### config.mk
export PLATFORM = sky130hd
export DESIGN_NAME = multiplexed_fault_led_scanner_flat
export DESIGN_NICKNAME = d
export VERILOG_FILES = /design/src/rtl/mfls_pkg.sv /design/src/rtl/mfls_if.sv /design/src/rtl/multiplexed_fault_led_scanner.sv /design/src/flat_wrapper.sv
export SDC_FILE = /design/constraint.sdc
export NUM_CORES = 1
export LEC_CHECK = 0
export BUFFER_PORTS_ARGS = -buffer_cell sky130_fd_sc_hd__buf_2
export CORE_ASPECT_RATIO = 0.5
export CORE_MARGIN = 1
export CORE_UTILIZATION = 40
export DETAILED_ROUTE_END_ITERATION = 6
export GPL_TIMING_DRIVEN = 0
export PLACE_DENSITY = 0.68
export REMOVE_ABC_BUFFERS = 1
export SLEW_MARGIN = 20
export SYNTH_ARGS = -nofsm -noshare
export SYNTH_HDL_FRONTEND = slang
export SYNTH_SLANG_ARGS = --single-unit
### constraint.sdc
create_clock -name clock -period 11.6 [get_ports clock]
set_input_delay 2.32 -clock clock [delete_from_list [all_inputs] [get_ports clock]]
set_output_delay 2.32 -clock clock [all_outputs]
set_load 0.03 [all_outputs]
### src/rtl/mfls_pkg.sv
// Package for the multiplexed fault LED scanner.
// Holds row codes, select masks and bit positions; no dependencies.
package mfls_pkg;

   localparam int WordWidth = 16;
   localparam int PortWidth = 8;
   localparam int TickWidth = 8;
   localparam int FrameWidth = 32;

   typedef enum logic [1:0] {
      ROW_LAST = 2'd0,
      ROW_ONE = 2'd1,
      ROW_TWO = 2'd2,
      ROW_THREE = 2'd3
   } row_type;

   localparam logic [PortWidth-1:0] SelOne = 8'h01;
   localparam logic [PortWidth-1:0] SelTwo = 8'h02;
   localparam logic [PortWidth-1:0] SelThree = 8'h04;
   localparam logic [PortWidth-1:0] SelLast = 8'h80;

   localparam int BitOk = 12;
   localparam int BitFault = 13;

   localparam logic [2:0] SlotCount = 3'd6;
   localparam logic [2:0] CombWindow = 3'd6;

endpackage

### src/rtl/mfls_if.sv
// Valid/ready channel interface for the scanner.
// Depends on mfls_pkg for payload widths.
interface mfls_req_if;
   logic valid;
   logic ready;
   logic [mfls_pkg::WordWidth-1:0] board_fault_word;
   logic [mfls_pkg::WordWidth-1:0] stepup_fault_word;
   logic [mfls_pkg::WordWidth-1:0] input_cap_word;
   logic [mfls_pkg::WordWidth-1:0] input_zener_word;
   logic [mfls_pkg::WordWidth-1:0] ground_zener_word;
   logic [mfls_pkg::WordWidth-1:0] output_cap_word;
   logic [mfls_pkg::WordWidth-1:0] output_zener_word;
   logic [mfls_pkg::WordWidth-1:0] inout_zener_word;
   logic [mfls_pkg::WordWidth-1:0] voltage_word;

   modport source (output valid, output board_fault_word, output stepup_fault_word,
      output input_cap_word, output input_zener_word, output ground_zener_word,
      output output_cap_word, output output_zener_word, output inout_zener_word,
      output voltage_word, input ready);
   modport sink (input valid, input board_fault_word, input stepup_fault_word,
      input input_cap_word, input input_zener_word, input ground_zener_word,
      input output_cap_word, input output_zener_word, input inout_zener_word,
      input voltage_word, output ready);
endinterface

interface mfls_rsp_if;
   logic valid;
   logic ready;
   logic [mfls_pkg::PortWidth-1:0] port_level;
   logic [mfls_pkg::PortWidth-1:0] port_direction;

   modport source (output valid, output port_level, output port_direction, input ready);
   modport sink (input valid, input port_level, input port_direction, output ready);
endinterface

### src/rtl/multiplexed_fault_led_scanner.sv
// Multiplexed fault LED scanner, top level.
// Depends on mfls_pkg and the channel interfaces in mfls_if.sv.
//
// Usage: each transfer on req_ is one refresh tick carrying nine 16-bit fault
// words. Each tick yields one transfer on rsp_: port_level (the current row's
// LED bits remapped to port pins) and port_direction (row select ORed with
// level). The row comes from the top two bits of an internal 8-bit tick
// counter; on the last row's tick a 32-bit frame counter steps and the next
// displayed word is chosen from the fault words (board faults win; else the
// combined OK word when its fault bit is clear or in window six; else a nonzero
// slot word from a rotation of six). The result is registered.
// Throughput: one tick per cycle while rsp_ drains; the state update and row
// decode are one level of logic between the request and the result register.
// Stall: a held result keeps its register; a new request is taken only when
// the result register is empty or is being drained in the same cycle, so no
// result is lost or repeated.
// Reset: synchronous, active high; tick counter, frame counter and displayed
// word clear to zero and the result register empties.
module multiplexed_fault_led_scanner (
   input logic clock,
   input logic reset,
   mfls_req_if.sink req_chan,
   mfls_rsp_if.source rsp_chan
);

   logic [mfls_pkg::TickWidth-1:0] row_tick_ff, row_tick_in;
   logic [mfls_pkg::FrameWidth-1:0] frame_count_ff, frame_count_in;
   logic [mfls_pkg::WordWidth-1:0] shown_word_ff, shown_word_in;
   logic rsp_valid_ff, rsp_valid_in;
   logic [mfls_pkg::PortWidth-1:0] level_ff, level_in;
   logic [mfls_pkg::PortWidth-1:0] direction_ff, direction_in;

   logic accept;
   mfls_pkg::row_type row;
   logic [mfls_pkg::PortWidth-1:0] level;
   logic [mfls_pkg::PortWidth-1:0] select;
   logic [mfls_pkg::WordWidth-1:0] s;
   logic [mfls_pkg::WordWidth-1:0] board_or;
   logic [mfls_pkg::WordWidth-1:0] slot_word;
   logic [mfls_pkg::WordWidth-1:0] comb_raw;
   logic [mfls_pkg::WordWidth-1:0] comb;
   logic [2:0] slot;
   logic [2:0] window;
   logic [mfls_pkg::WordWidth-1:0] next_word;

   assign req_chan.ready = !rsp_valid_ff || rsp_chan.ready;
   assign accept = req_chan.valid && req_chan.ready;

   assign rsp_chan.valid = rsp_valid_ff;
   assign rsp_chan.port_level = level_ff;
   assign rsp_chan.port_direction = direction_ff;

   assign row = mfls_pkg::row_type'(row_tick_ff[mfls_pkg::TickWidth-1 -: 2]);
   assign s = shown_word_ff;

   // Row decode from the displayed word as it stood before this tick.
   always_comb begin
      level = '0;
      select = mfls_pkg::SelLast;
      unique case (row)
         mfls_pkg::ROW_ONE: begin
            level[1] = s[13];
            level[2] = s[9];
            level[6] = s[10];
            level[7] = s[11];
            select = mfls_pkg::SelOne;
         end
         mfls_pkg::ROW_TWO: begin
            level[0] = s[0];
            level[2] = s[14];
            level[6] = s[2];
            level[7] = s[1];
            select = mfls_pkg::SelTwo;
         end
         mfls_pkg::ROW_THREE: begin
            level[1] = s[3];
            level[0] = s[4];
            level[6] = s[15];
            level[7] = s[5];
            select = mfls_pkg::SelThree;
         end
         mfls_pkg::ROW_LAST: begin
            level[1] = s[8];
            level[2] = s[7];
            level[6] = s[6];
            level[0] = s[12];
            select = mfls_pkg::SelLast;
         end
         default: begin
            level = '0;
            select = mfls_pkg::SelLast;
         end
      endcase
   end

   // Frame update, evaluated against the incremented frame counter.
   assign frame_count_in = (accept && row == mfls_pkg::ROW_LAST) ?
      frame_count_ff + 32'd1 : frame_count_ff;
   assign slot = frame_count_in[14:12];
   assign window = frame_count_in[15:13];
   assign board_or = req_chan.board_fault_word | req_chan.stepup_fault_word;
   assign comb_raw = req_chan.input_cap_word | req_chan.input_zener_word |
      req_chan.ground_zener_word | req_chan.output_cap_word |
      req_chan.output_zener_word | req_chan.inout_zener_word | req_chan.voltage_word;

   always_comb begin
      unique case (slot)
         3'd0: slot_word = req_chan.input_cap_word;
         3'd1: slot_word = req_chan.input_zener_word;
         3'd2: slot_word = req_chan.ground_zener_word;
         3'd3: slot_word = req_chan.output_cap_word;
         3'd4: slot_word = req_chan.output_zener_word;
         3'd5: slot_word = req_chan.inout_zener_word;
         default: slot_word = '0;
      endcase
   end

   always_comb begin
      comb = comb_raw;
      if (!comb_raw[mfls_pkg::BitFault]) begin
         comb[mfls_pkg::BitOk] = 1'b1;
      end
   end

   always_comb begin
      next_word = shown_word_ff;
      priority if (board_or != '0) begin
         next_word = board_or;
      end else begin
         if (slot < mfls_pkg::SlotCount && slot_word != '0) begin
            next_word = slot_word;
         end
         if (!comb_raw[mfls_pkg::BitFault]) begin
            next_word = comb;
         end
         if (window == mfls_pkg::CombWindow && comb != '0) begin
            next_word = comb;
         end
      end
   end

   always_comb begin
      row_tick_in = row_tick_ff;
      shown_word_in = shown_word_ff;
      rsp_valid_in = rsp_valid_ff;
      level_in = level_ff;
      direction_in = direction_ff;
      if (rsp_valid_ff && rsp_chan.ready) begin
         rsp_valid_in = 1'b0;
      end
      if (accept) begin
         row_tick_in = row_tick_ff + 8'd1;
         if (row == mfls_pkg::ROW_LAST) begin
            shown_word_in = next_word;
         end
         rsp_valid_in = 1'b1;
         level_in = level;
         direction_in = select | level;
      end
   end

   always_ff @(posedge clock) begin
      if (reset) begin
         row_tick_ff <= '0;
         frame_count_ff <= '0;
         shown_word_ff <= '0;
         rsp_valid_ff <= 1'b0;
      end else begin
         row_tick_ff <= row_tick_in;
         frame_count_ff <= frame_count_in;
         shown_word_ff <= shown_word_in;
         rsp_valid_ff <= rsp_valid_in;
      end
   end

   always_ff @(posedge clock) begin
      level_ff <= level_in;
      direction_ff <= direction_in;
   end

   // Every result carries at most one row select bit that is not also a level bit.
   a_one_select: assert property (@(posedge clock) disable iff (reset)
      rsp_chan.valid |-> $countones(rsp_chan.port_direction &
         (mfls_pkg::SelOne | mfls_pkg::SelTwo | mfls_pkg::SelThree | mfls_pkg::SelLast)
         & ~rsp_chan.port_level) <= 1)
      else $error("result carries more than one select bit");

   // Each transfer advances the tick counter by one.
   a_tick_step: assert property (@(posedge clock) disable iff (reset)
      accept |=> row_tick_ff == $past(row_tick_ff) + 8'd1)
      else $error("tick counter did not advance");

   // Frame counter and displayed word move only on a last-row transfer.
   a_frame_hold: assert property (@(posedge clock) disable iff (reset)
      !(accept && row == mfls_pkg::ROW_LAST) |=> $stable(frame_count_ff) &&
         $stable(shown_word_ff))
      else $error("frame state changed off the last row");

   // A stalled result is not replaced.
   a_no_overrun: assert property (@(posedge clock) disable iff (reset)
      rsp_valid_ff && !rsp_chan.ready |-> !accept)
      else $error("request taken over a stalled result");

endmodule
### src/flat_wrapper.sv
// flat-port wrapper written by rule: the top's interface ports become plain ports
module multiplexed_fault_led_scanner_flat 
  (clock, reset, req_chan_valid, req_chan_board_fault_word, req_chan_stepup_fault_word, req_chan_input_cap_word, req_chan_input_zener_word, req_chan_ground_zener_word, req_chan_output_cap_word, req_chan_output_zener_word, req_chan_inout_zener_word, req_chan_voltage_word, req_chan_ready, rsp_chan_valid, rsp_chan_port_level, rsp_chan_port_direction, rsp_chan_ready);
  mfls_req_if req_chan_i ();
  mfls_rsp_if rsp_chan_i ();
  input logic clock;
  input logic reset;
  input wire logic [$bits(req_chan_i.valid)-1:0] req_chan_valid;
  input wire logic [$bits(req_chan_i.board_fault_word)-1:0] req_chan_board_fault_word;
  input wire logic [$bits(req_chan_i.stepup_fault_word)-1:0] req_chan_stepup_fault_word;
  input wire logic [$bits(req_chan_i.input_cap_word)-1:0] req_chan_input_cap_word;
  input wire logic [$bits(req_chan_i.input_zener_word)-1:0] req_chan_input_zener_word;
  input wire logic [$bits(req_chan_i.ground_zener_word)-1:0] req_chan_ground_zener_word;
  input wire logic [$bits(req_chan_i.output_cap_word)-1:0] req_chan_output_cap_word;
  input wire logic [$bits(req_chan_i.output_zener_word)-1:0] req_chan_output_zener_word;
  input wire logic [$bits(req_chan_i.inout_zener_word)-1:0] req_chan_inout_zener_word;
  input wire logic [$bits(req_chan_i.voltage_word)-1:0] req_chan_voltage_word;
  output wire logic [$bits(req_chan_i.ready)-1:0] req_chan_ready;
  output wire logic [$bits(rsp_chan_i.valid)-1:0] rsp_chan_valid;
  output wire logic [$bits(rsp_chan_i.port_level)-1:0] rsp_chan_port_level;
  output wire logic [$bits(rsp_chan_i.port_direction)-1:0] rsp_chan_port_direction;
  input wire logic [$bits(rsp_chan_i.ready)-1:0] rsp_chan_ready;
  assign req_chan_i.valid = req_chan_valid;
  assign req_chan_i.board_fault_word = req_chan_board_fault_word;
  assign req_chan_i.stepup_fault_word = req_chan_stepup_fault_word;
  assign req_chan_i.input_cap_word = req_chan_input_cap_word;
  assign req_chan_i.input_zener_word = req_chan_input_zener_word;
  assign req_chan_i.ground_zener_word = req_chan_ground_zener_word;
  assign req_chan_i.output_cap_word = req_chan_output_cap_word;
  assign req_chan_i.output_zener_word = req_chan_output_zener_word;
  assign req_chan_i.inout_zener_word = req_chan_inout_zener_word;
  assign req_chan_i.voltage_word = req_chan_voltage_word;
  assign req_chan_ready = req_chan_i.ready;
  assign rsp_chan_valid = rsp_chan_i.valid;
  assign rsp_chan_port_level = rsp_chan_i.port_level;
  assign rsp_chan_port_direction = rsp_chan_i.port_direction;
  assign rsp_chan_i.ready = rsp_chan_ready;
  multiplexed_fault_led_scanner u_core (.clock(clock), .reset(reset), .req_chan(req_chan_i), .rsp_chan(rsp_chan_i));
endmodule
==> results of run 1 <==
[flip-flops by register name, indices dropped and copies added, names as in the netlist]
register                        flops
u_core.rsp_chan.port_direction      4
u_core.row_tick_ff                  8
u_core.rsp_chan.valid               1
u_core.s                           16
u_core.rsp_chan.port_level          5
u_core.frame_count_ff              16
[per-layer routing]
metal / GRT usage, % / share of wire (%) / vias to the layer above
met5: 0 / 0 / -
met4: 4.56 / 1.1 / 0
met3: 4.13 / 8.5 / 15
met2: 39.7 / 44 / 207
met1: 36.2 / 46 / 2139
li1: - / - / 2147
[synthesized netlist by cell type, types with 11 or more instances]
library cell	instances
clkbuf_1	16
xor2_1	11
mux2i_1	15
nor3_1	16
nand2_1	25
o21ai_0	22
dfxtp_1	41
inv_1	23
a21oi_1	15
and3_1	22
nor4_1	39
nand3_1	29
nor2_1	31
[cells by family after synthesis]
group,after synthesis,share of synthesized area [%]
and+or+nand+nor,212,31.3
xor gates and xnor gates,17,3.68
DFF,50,26.9
AOI/OAI and AO/OA,116,22.7
muxes,27,7.60
other,1,0.0926
buffers and inverters,59,7.10
adders and majority gates,2,0.618
[power groups by stage]
stage               clock (W)  sequential (W)  combinational (W)
floorplan                   0        0.000199          0.0000327
detailed placement          0        0.000194          0.0000799
finish               0.000153        0.000190          0.0000807
global placement            0        0.000194          0.0000791
global route         0.000163        0.000191          0.0000886
CTS                  0.000155        0.000190          0.0000803
[final cells by class]
| type | count | area, um^2 | area share, % |
|---|---|---|---|
| Clock inverter | 2 | 16.3 | 0.325 |
| Inverter | 23 | 86.3 | 1.73 |
| Tap cell | 135 | 169 | 3.38 |
| Clock buffer | 6 | 139 | 2.78 |
| Sequential cell | 50 | 1090 | 21.8 |
| Multi-Input combinational cell | 380 | 2700 | 54.0 |
| Timing Repair Buffer | 159 | 796 | 15.9 |
[final timing paths]
kind / end / from
setup / recovery: u_core.s[11] / rsp_chan_ready
hold / removal: u_core.s[7] / u_core.s[7]
setup reg to reg: u_core.s[11] / u_core.frame_count_ff[0]
hold reg to reg: u_core.s[7] / u_core.s[7]
[per-stage QoR]
stage | std cells | power (W) | setup WS, ns
2_1_floorplan | 453 | 0.000231 | 5.69
3_3_place_gp | 747 | 0.000273 | 4.85
3_5_place_dp | 747 | 0.000274 | 4.82
4_1_cts | 755 | 0.000426 | 5.13
5_1_grt | 755 | 0.000443 | 5.01
6_report | 755 | 0.000424 | 5.28
[cell usage in the layout (no fill, tap or decap), types with 4 or more instances in the layout]
| master | netlist | final |
|---|---|---|
| mux2i_1 | 15 | 13 |
| nor4_1 | 39 | 39 |
| nand3_1 | 29 | 29 |
| mux2_2 | 8 | 8 |
| edfxtp_1 | 9 | 9 |
| buf_2 | 5 | 159 |
| clkbuf_16 | 0 | 5 |
| xor2_1 | 11 | 11 |
| and3_1 | 22 | 22 |
| o31a_1 | 4 | 4 |
| conb_1 | 1 | 6 |
| a221oi_1 | 9 | 9 |
| nand2_1 | 25 | 25 |
| or4_1 | 4 | 4 |
| a221oi_2 | 10 | 10 |
| inv_1 | 23 | 23 |
| a21oi_1 | 15 | 15 |
| a32oi_1 | 4 | 4 |
| nor3_1 | 16 | 16 |
| a21boi_0 | 7 | 7 |
| nor2_1 | 31 | 30 |
| a211oi_1 | 10 | 10 |
| or3_1 | 5 | 5 |
| o21ai_0 | 22 | 22 |
| dfxtp_1 | 41 | 41 |
| a21o_1 | 4 | 4 |
| xnor2_1 | 6 | 6 |
| nand4_1 | 10 | 10 |
[critical path: stages]
cell	delay, ns
buf_2	0.07
nand2b_2	0.16
nand4_4	0.28
or4_1	0.89
nand2_4	0.38
mux2_2	0.37
a221oi_1	0.39
nand4b_1	0.18
nor4_2	0.53
a21o_1	0.64
a221oi_1	0.19
==> out/qor.txt, run 1 <==
number of global-route vias before repair - 4028
Core Area - 9630 um^2
Clock Tree Buf Depth - 2
worst hold path cell count - 2
Req. time, crit path - 11.72 ns
Flop pwr share - 44.9%
number of fillers in the final layout - 971
hold_ws - 0.462 ns
vias per inst - 5.97
Placer Congestion - 0.899
Post-synth EDFFs - 9
post-synth top area share - 20.3%
final hold violation count - 0
crit path launch type - primary input
Die ar. - 10600 um^2
total wire length - 13.3 mm
switching part of the total power - 27.0%
RSZ-0062 raised after global routing - false
Die Ht - 73.2 um
Inserted Clock Buffers - 5
Clk pwr share - 36.0%
Post CTS Setup Buffer Count - 0
Mean Syn Cell Area - 8.37 um^2
Final Cell Area - 5000 um^2
wire per inst - 17.6 um
Setup CP Type - primary input to flip-flop
DRC viols - 0
synth top area cells - dfxtp_1 20%, edfxtp_1 6.7%, nor4_1 6.0%, a221oi_2 3.7%, mux2i_1 3.7%
worst hold path type - flip-flop to flip-flop
minimum clock period - 6.32 ns
Worst-path clk slew - 0.07 ns
PortBufs - 159
Final setup viols - 0
Synth area leader - dfxtp_1
R2R depth - 10
Final nets - 769
CTS tree - yes
warnings from Yosys - 0
Max VDD drop - 0.0519 mV
H-tree Lvls - 2
antenna violations before repair - 0
number of max-cap violations - 0
WP data arrival - 6.44 ns
synthesized flop and latch total - 50
Hold Buf Count CTS - 0
DP Area - 4840 um^2
Async S/R FF share, synth - 0%
post-CTS sizing - 0
P_leak - 2.04 nW
pwr/cell area - 84.8 nW/um^2
outcome - finished, final reports clean
FMAX - 158 MHz
total internal power - 0.000309 W
ant diodes - 0
Final Max Tran Viols - 0
predominant post-synthesis flop cell - dfxtp_1
Critical Path End Type - flip-flop
slew margin rel. - 16.9%
internal reg-to-reg setup slack - 6.71 ns
Final TNS setup - 0 ns
sw power - 0.000114 W
Cells after Synth - 484
register area share after synthesis - 26.9%
Initial Util - 42.1%
Rows - 25
Top-Level Pins - 166
Die Width - 144 um
DRT Pass-1 Iters - 6
Total GRT Usage - 25.1%
post-route ant nets - 0
crit-path max FO - 18
clock tree sinks - 50
Period Utilization, post-route - 54.5%
final core utilization - 51.9%
total gr overflow - 0
first-pass GRT wire length - 20.4 mm
Root Driver - clkbuf_16
Tightest Pin Transition - 1.25 ns
Area Growth Syn to Fin - 23.4%
via count - 4508
Yosys cell types - 77
initial DRC count - 328
Worst-Skew Late Latency - 0.29 ns
combinational power share - 19.0%
synthesized area - 4050 um^2
fraction of layout cells with a size suffix above 1 - 34.0%
post-detail-place hpwl - 10.3 mm
largest net degree at the start of global routing - 42
final setup skew - 0.00351 ns
Note: power is estimated with default switching activity, not from simulation.
==> run 2, diff against run 1 <==
- ABC_AREA: unset -> 1
- PLACE_DENSITY: 0.68 -> 0.71
- clock period: 11.6 -> 5.8 ns (I/O delays scaled with it)
==> run 2 against run 1 <==
Against the previous run: power rose by 120%; core utilization about the same; final cell count up 24%; via count up 7.4%; clock-buffer cell count grew 1; synthesized area shrank 0.46%; design area decreased by 0.30%; critical path depth up 9.
==> out/qor.txt, run 2 <==
minimum clock period - 4.89 ns
Mean Syn Cell Area - 6.14 um^2
Post-synth EDFFs - 9
Power, Total - 0.000931 W
Top-Level Pins - 166
CP dominant cell by count - nand2_1
most common cell in the netlist - nand2_1
via count - 4840
ant diodes - 0
post-detail-place hpwl - 9.64 mm
fraction of layout cells with a size suffix above 1 - 24.5%
worst hold path type - flip-flop to flip-flop
Final Max Tran Viols - 0
H-tree Lvls - 2
WP data arrival - 5.07 ns
Placed Cells - 926
Async S/R FF share, synth - 0%
number of max-cap violations - 0
number of fillers in the final layout - 1013
Critical Path End Type - flip-flop
Die ar. - 10500 um^2
DRT Pass-1 Iters - 4
warnings from Yosys - 0
Req. time, crit path - 5.98 ns
DRC viols - 0
R2R depth - 18
Setup CP Type - primary input to flip-flop
Worst Hold End - u_core.s[7]
Final TNS setup - 0 ns
worst r2r dst - u_core.s[5]
post-CTS sizing - 0
crit-path max FO - 39
Post CTS Setup Buffer Count - 0
RSZ-0062 raised after global routing - false
final setup skew - 0.00644 ns
outcome - finished, final reports clean
critical path's slowest cell - nor2_1
register area share after synthesis - 27.1%
Tightest Pin Transition - 1.04 ns
cells along the critical path - buf_2, inv_1, nand2_2, nand2_1, nor2_4, nand3_1, nand2_2, nand2_1, nor2_1, nand2_1, nand2_1, nor2_1, nand2_1, nor2_1, nand2_1, nor2_2, nand3_4, nand3_1, nand2_1, nor2_1
antenna violations before repair - 0
Worst-Skew Late Latency - 0.29 ns
commonest cells in the synthesized netlist - 158 x nand2_1, 112 x nor2_1, 57 x nand3_1, 55 x inv_1, 54 x a21oi_1
worst setup margin - 0.911 ns
P_leak - 2.38 nW
reg2reg start - u_core.row_tick_ff[6]
Synth area leader - dfxtp_1
FMAX - 205 MHz
synthesized area - 4030 um^2
synthesized flop and latch total - 50
predominant post-synthesis flop cell - dfxtp_1
synth top area cells - dfxtp_1 20%, nand2_1 15%, nor2_1 10%, nand3_1 7.1%, a21oi_1 6.7%
commonest non-fill, non-tap cells in the layout - 159 x buf_2, 158 x nand2_1, 112 x nor2_1
Die Width - 144 um
Placer Congestion - 0.870
vias per inst - 5.18
Hold Buf Count CTS - 0
number of global-route vias before repair - 4209
final core utilization - 51.9%
Rows - 25
PortBufs - 159
Max VDD drop - 0.122 mV
total wire length - 12.6 mm
pwr/cell area - 187 nW/um^2
post-synth top area share - 20.4%
CTS tree - yes
Initial Util - 42.0%
crit path launch - rsp_chan_ready
final hold violation count - 0
internal reg-to-reg setup slack - 1.49 ns
total gr overflow - 0
pre-CTS setup slack - 0.680 ns
initial DRC count - 310
clock tree sinks - 50
Worst-path clk slew - 0.06 ns
first-pass GRT wire length - 19.8 mm
Final setup viols - 0
HP Start - u_core.s[7]
largest net degree at the start of global routing - 40
post-route insts no fill - 934
crit path launch type - primary input
Core Area - 9600 um^2
most common cell after layout, fill and taps aside - buf_2
Area Growth Syn to Fin - 23.6%
Cells after Synth - 657
Period Utilization, post-route - 84.3%
max incr delay on CP - 0.81 ns
Total GRT Usage - 24.0%
Die Ht - 73 um
Clock Tree Buf Depth - 2
post-route ant nets - 0
worst hold path cell count - 2
Root Driver - clkbuf_16
Yosys cell types - 37
slew margin rel. - 30.7%
Final nets - 948
Inserted Clock Buffers - 5
wire per inst - 13.5 um
run 2: cell count changes in the layout (fill, tap and decap cells not counted), moves of 10 or more:
cell / delta
nand2_1: +133
mux2i_1: -13
a21oi_1: +39
nor4_1: -20
inv_1: +32
and3_1: -22
nor2_1: +82
a221oi_2: -10
nand3_1: +28
run 2: through the flow:
step	hold WS [ns]	area (um^2)
2_1_floorplan	0.445	3840
3_3_place_gp	0.461	4800
4_1_cts	0.483	4980
5_1_grt	0.508	4980
6_report	0.481	4980
3_5_place_dp	0.469	4810
run 2: critical path: cells and delay by family:
kind,cells,cell delay [ns]
buffers and inverters,2,0.11
and+or+nand+nor,18,3.75
run 2: power by group:
group	leakage, nW	switching, W	total [W]	internal [W]
combinational	1.88	0.000128	0.000209	0.0000802
clock	0.0841	0.000125	0.000340	0.000216
sequential	0.423	0.00000984	0.000382	0.000373
run 2: cell families (layout without fill, tap and decap cells):
family	after synthesis	count (layout)	share of synthesized area [%]
flip-flops	50	50	27.1
buffers and inverters	87	224	10.6
AO/OA/AOI/OAI	91	91	12.2
AND/OR/NAND/NOR	424	424	49.0
other	1	6	0.0930
XOR/XNOR	2	2	0.434
adder cells (fa/ha/maj)	2	2	0.620
run 2: worst max-delay path by stage:
stage / endpoint / slack (ns) / cells after the start
3_5_place_dp: u_core.s[5] / 0.68 / 20
2_1_floorplan: u_core.s[0] / 1.44 / 19
4_1_cts: u_core.s[5] / 0.98 / 20
6_report: u_core.s[5] / 0.91 / 20
3_3_place_gp: u_core.s[5] / 0.19 / 18
5_1_grt: u_core.s[5] / 0.56 / 20
run 2: area by class of cell:
| type | instances | area, um^2 | area share [%] |
|---|---|---|---|
| Multi-Input combinational cell | 525 | 2540 | 51.0 |
| Sequential cell | 50 | 1090 | 21.9 |
| Timing Repair Buffer | 159 | 796 | 16.0 |
| Inverter | 57 | 214 | 4.29 |
| Tap cell | 135 | 169 | 3.39 |
| Clock buffer | 7 | 143 | 2.86 |
| Clock inverter | 1 | 30.0 | 0.603 |
run 2: routing by layer:
| layer | global-route usage [%] | vias up | part of all wire, % |
|---|---|---|---|
| met1 | 33.6 | 2190 | 48 |
| li1 | - | 2456 | - |
| met2 | 39.8 | 189 | 45 |
| met4 | 3.31 | 0 | 0.48 |
| met5 | 0 | - | 0 |
| met3 | 3.94 | 5 | 6.2 |
==> run 3, diff against run 2 <==
- ABC_AREA: 1 -> 0
- PLACE_DENSITY: 0.71 -> 0.68
- clock period: 5.8 -> 5 ns (I/O delays scaled with it)
==> run 3 against run 2 <==
Against the previous run: design area is 0.40% higher; final cell count is 19% lower; largest cell class unchanged; critical path type unchanged; combinational power is 11% lower; clock power is 4% higher.
==> out/qor.txt, run 3 (synthesis results as in run 1) <==
outcome - finished, final reports clean
vias per inst - 5.99
wire per inst - 17.6 um
Tightest Pin Transition - 1.21 ns
Die ar. - 10600 um^2
RSZ-0062 raised after global routing - false
Top-Level Pins - 166
final hold violation count - 0
final setup skew - 0.00495 ns
Worst Hold End - u_core.s[7]
Period Utilization, post-route - 94.5%
initial DRC count - 358
reg2reg start - u_core.frame_count_ff[0]
Area Growth Syn to Fin - 23.5%
number of fillers in the final layout - 968
Final setup viols - 0
FMAX - 212 MHz
DRT Pass-1 Iters - 5
Initial Util - 42.1%
commonest non-fill, non-tap cells in the layout - 159 x buf_2, 41 x dfxtp_1, 39 x nor4_1
CP dominant cell by count - a221oi_1
CTS tree - yes
HP Start - u_core.s[7]
Final Cell Area - 5000 um^2
met3 Use GR - 4.13%
minimum clock period - 4.72 ns
largest net degree at the start of global routing - 42
Total GRT Usage - 25.2%
via count - 4520
PortBufs - 159
Rows - 25
post-detail-place hpwl - 10.3 mm
pwr/cell area - 196 nW/um^2
worst r2r dst - u_core.s[11]
ant diodes - 0
P_leak - 2.04 nW
R2R depth - 10
cells along the critical path - buf_2, nand2b_2, nand4_4, o31a_1, nor2_2, mux2_2, a221oi_1, nand4b_1, nor4_2, nand2_2, a221oi_1
global-route met2 utilization - 39.4%
Core Area - 9630 um^2
max incr delay on CP - 0.62 ns
post-route ant nets - 0
met1 usage - 36.5%
grt peak-use layer - met2
Root Driver - clkbuf_16
Max VDD drop - 0.121 mV
internal reg-to-reg setup slack - 0.37 ns
worst hold path cell count - 2
Die Ht - 73.2 um
most common cell after layout, fill and taps aside - buf_2
Die Width - 144 um
number of global-route vias before repair - 4026
clock tree sinks - 50
Worst-Skew Late Latency - 0.29 ns
DP Area - 4840 um^2
Worst-path clk slew - 0.07 ns
crit-path max FO - 15
Placer Congestion - 0.899
DRC viols - 0
post-route insts no fill - 755
worst hold path type - flip-flop to flip-flop
fraction of layout cells with a size suffix above 1 - 34.4%
Clock Tree Buf Depth - 2
total wire length - 13.3 mm
Inserted Clock Buffers - 5
total gr overflow - 0
first-pass GRT wire length - 20.4 mm
critical path's slowest cell - nor2_2
Placed Cells - 747
hold_ws - 0.462 ns
Setup CP Type - primary input to flip-flop
WP data arrival - 4.92 ns
number of max-cap violations - 0
slew margin rel. - 19.3%
crit path launch type - primary input
Final Max Tran Viols - 0
Req. time, crit path - 5.19 ns
CP Buf/Inv Count - 1
Critical Path End Type - flip-flop
Final nets - 769
delay-heaviest family, CP - simple AND/OR/NAND/NOR gates
H-tree Lvls - 2
antenna violations before repair - 0
==> run 3: cell types whose count changed in the layout (fill, tap and decap cells not counted), moves of 20 or more <==
cell     before  now
a21oi_1      54   15
and3_1        0   22
nor4_1       19   39
nor2_1      112   30
nand2_1     158   25
inv_1        55   23
nand3_1      57   29
==> run 3: report_power, final <==
group | internal [W] | leakage [nW] | total [W] | switching (W)
clock network | 0.000201 | 0.0735 | 0.000354 | 0.000153
logic | 0.0000860 | 1.54 | 0.000187 | 0.000101
registers | 0.000431 | 0.423 | 0.000441 | 0.0000110
total | 0.000718 | 2.04 | 0.000983 | 0.000265
==> run 3: tightest hold or removal path: cells and delay by family (launching register included) <==
| kind | cells | cell delay [ns] |
|---|---|---|
| flops | 1 | 0.31 |
| compound gates | 1 | 0.05 |
| buf+inv | 1 | 0.06 |
==> run 3: metrics by stage <==
stage,total power [W],setup TNS [ns],setup WS [ns],utilization [%]
finish,0.000983,0,0.276,51.9
global route,0.00103,0,0.00943,51.9
CTS,0.000988,0,0.0273,51.9
detailed placement,0.000636,-6.28,-0.456,50.2
global placement,0.000634,-5.93,-0.428,50.2
floorplan,0.000537,0,0.406,-
==> run 3: how the worst max path moves through the flow <==
stage | cells after the start | slack, ns | end | from
floorplan | 10 | 0.41 | u_core.s[10] | rsp_chan_ready
finish | 11 | 0.28 | u_core.s[11] | rsp_chan_ready
global placement | 11 | -0.43 | u_core.s[9] | rsp_chan_ready
CTS | 11 | 0.03 | u_core.s[11] | rsp_chan_ready
global route | 11 | 0.009 | u_core.s[11] | rsp_chan_ready
detailed placement | 11 | -0.46 | u_core.s[11] | rsp_chan_ready
==> run 3: metal layers <==
layer / vias up / routed length (um) / share of wire, %
met3: 10 / 1090 / 8.2
met2: 209 / 5950 / 45
met4: 0 / 82 / 0.62
met5: - / 0 / 0
li1: 2153 / - / -
met1: 2148 / 6170 / 46
==> run 3: timing repair <==
item | 4_1_cts | 5_1_grt
resized for setup | 1 | 2
endpoints found under the setup margin | 15 | 15
hold buffers | 0 | 0
buffers inserted | 0 | 0
pin swaps | 0 | 0
==> run 3: layout make-up <==
type                       instances  area, um^2  share of cell area, %
multi-input combinational        380        2710                   54.1
sequential                        50        1090                   21.8
timing repair buffer             159         796                   15.9
tap                              135         169                   3.38
clock buffer                       6         139                   2.78
inverter                          23        86.3                   1.73
clock inverter                     2        16.3                  0.325
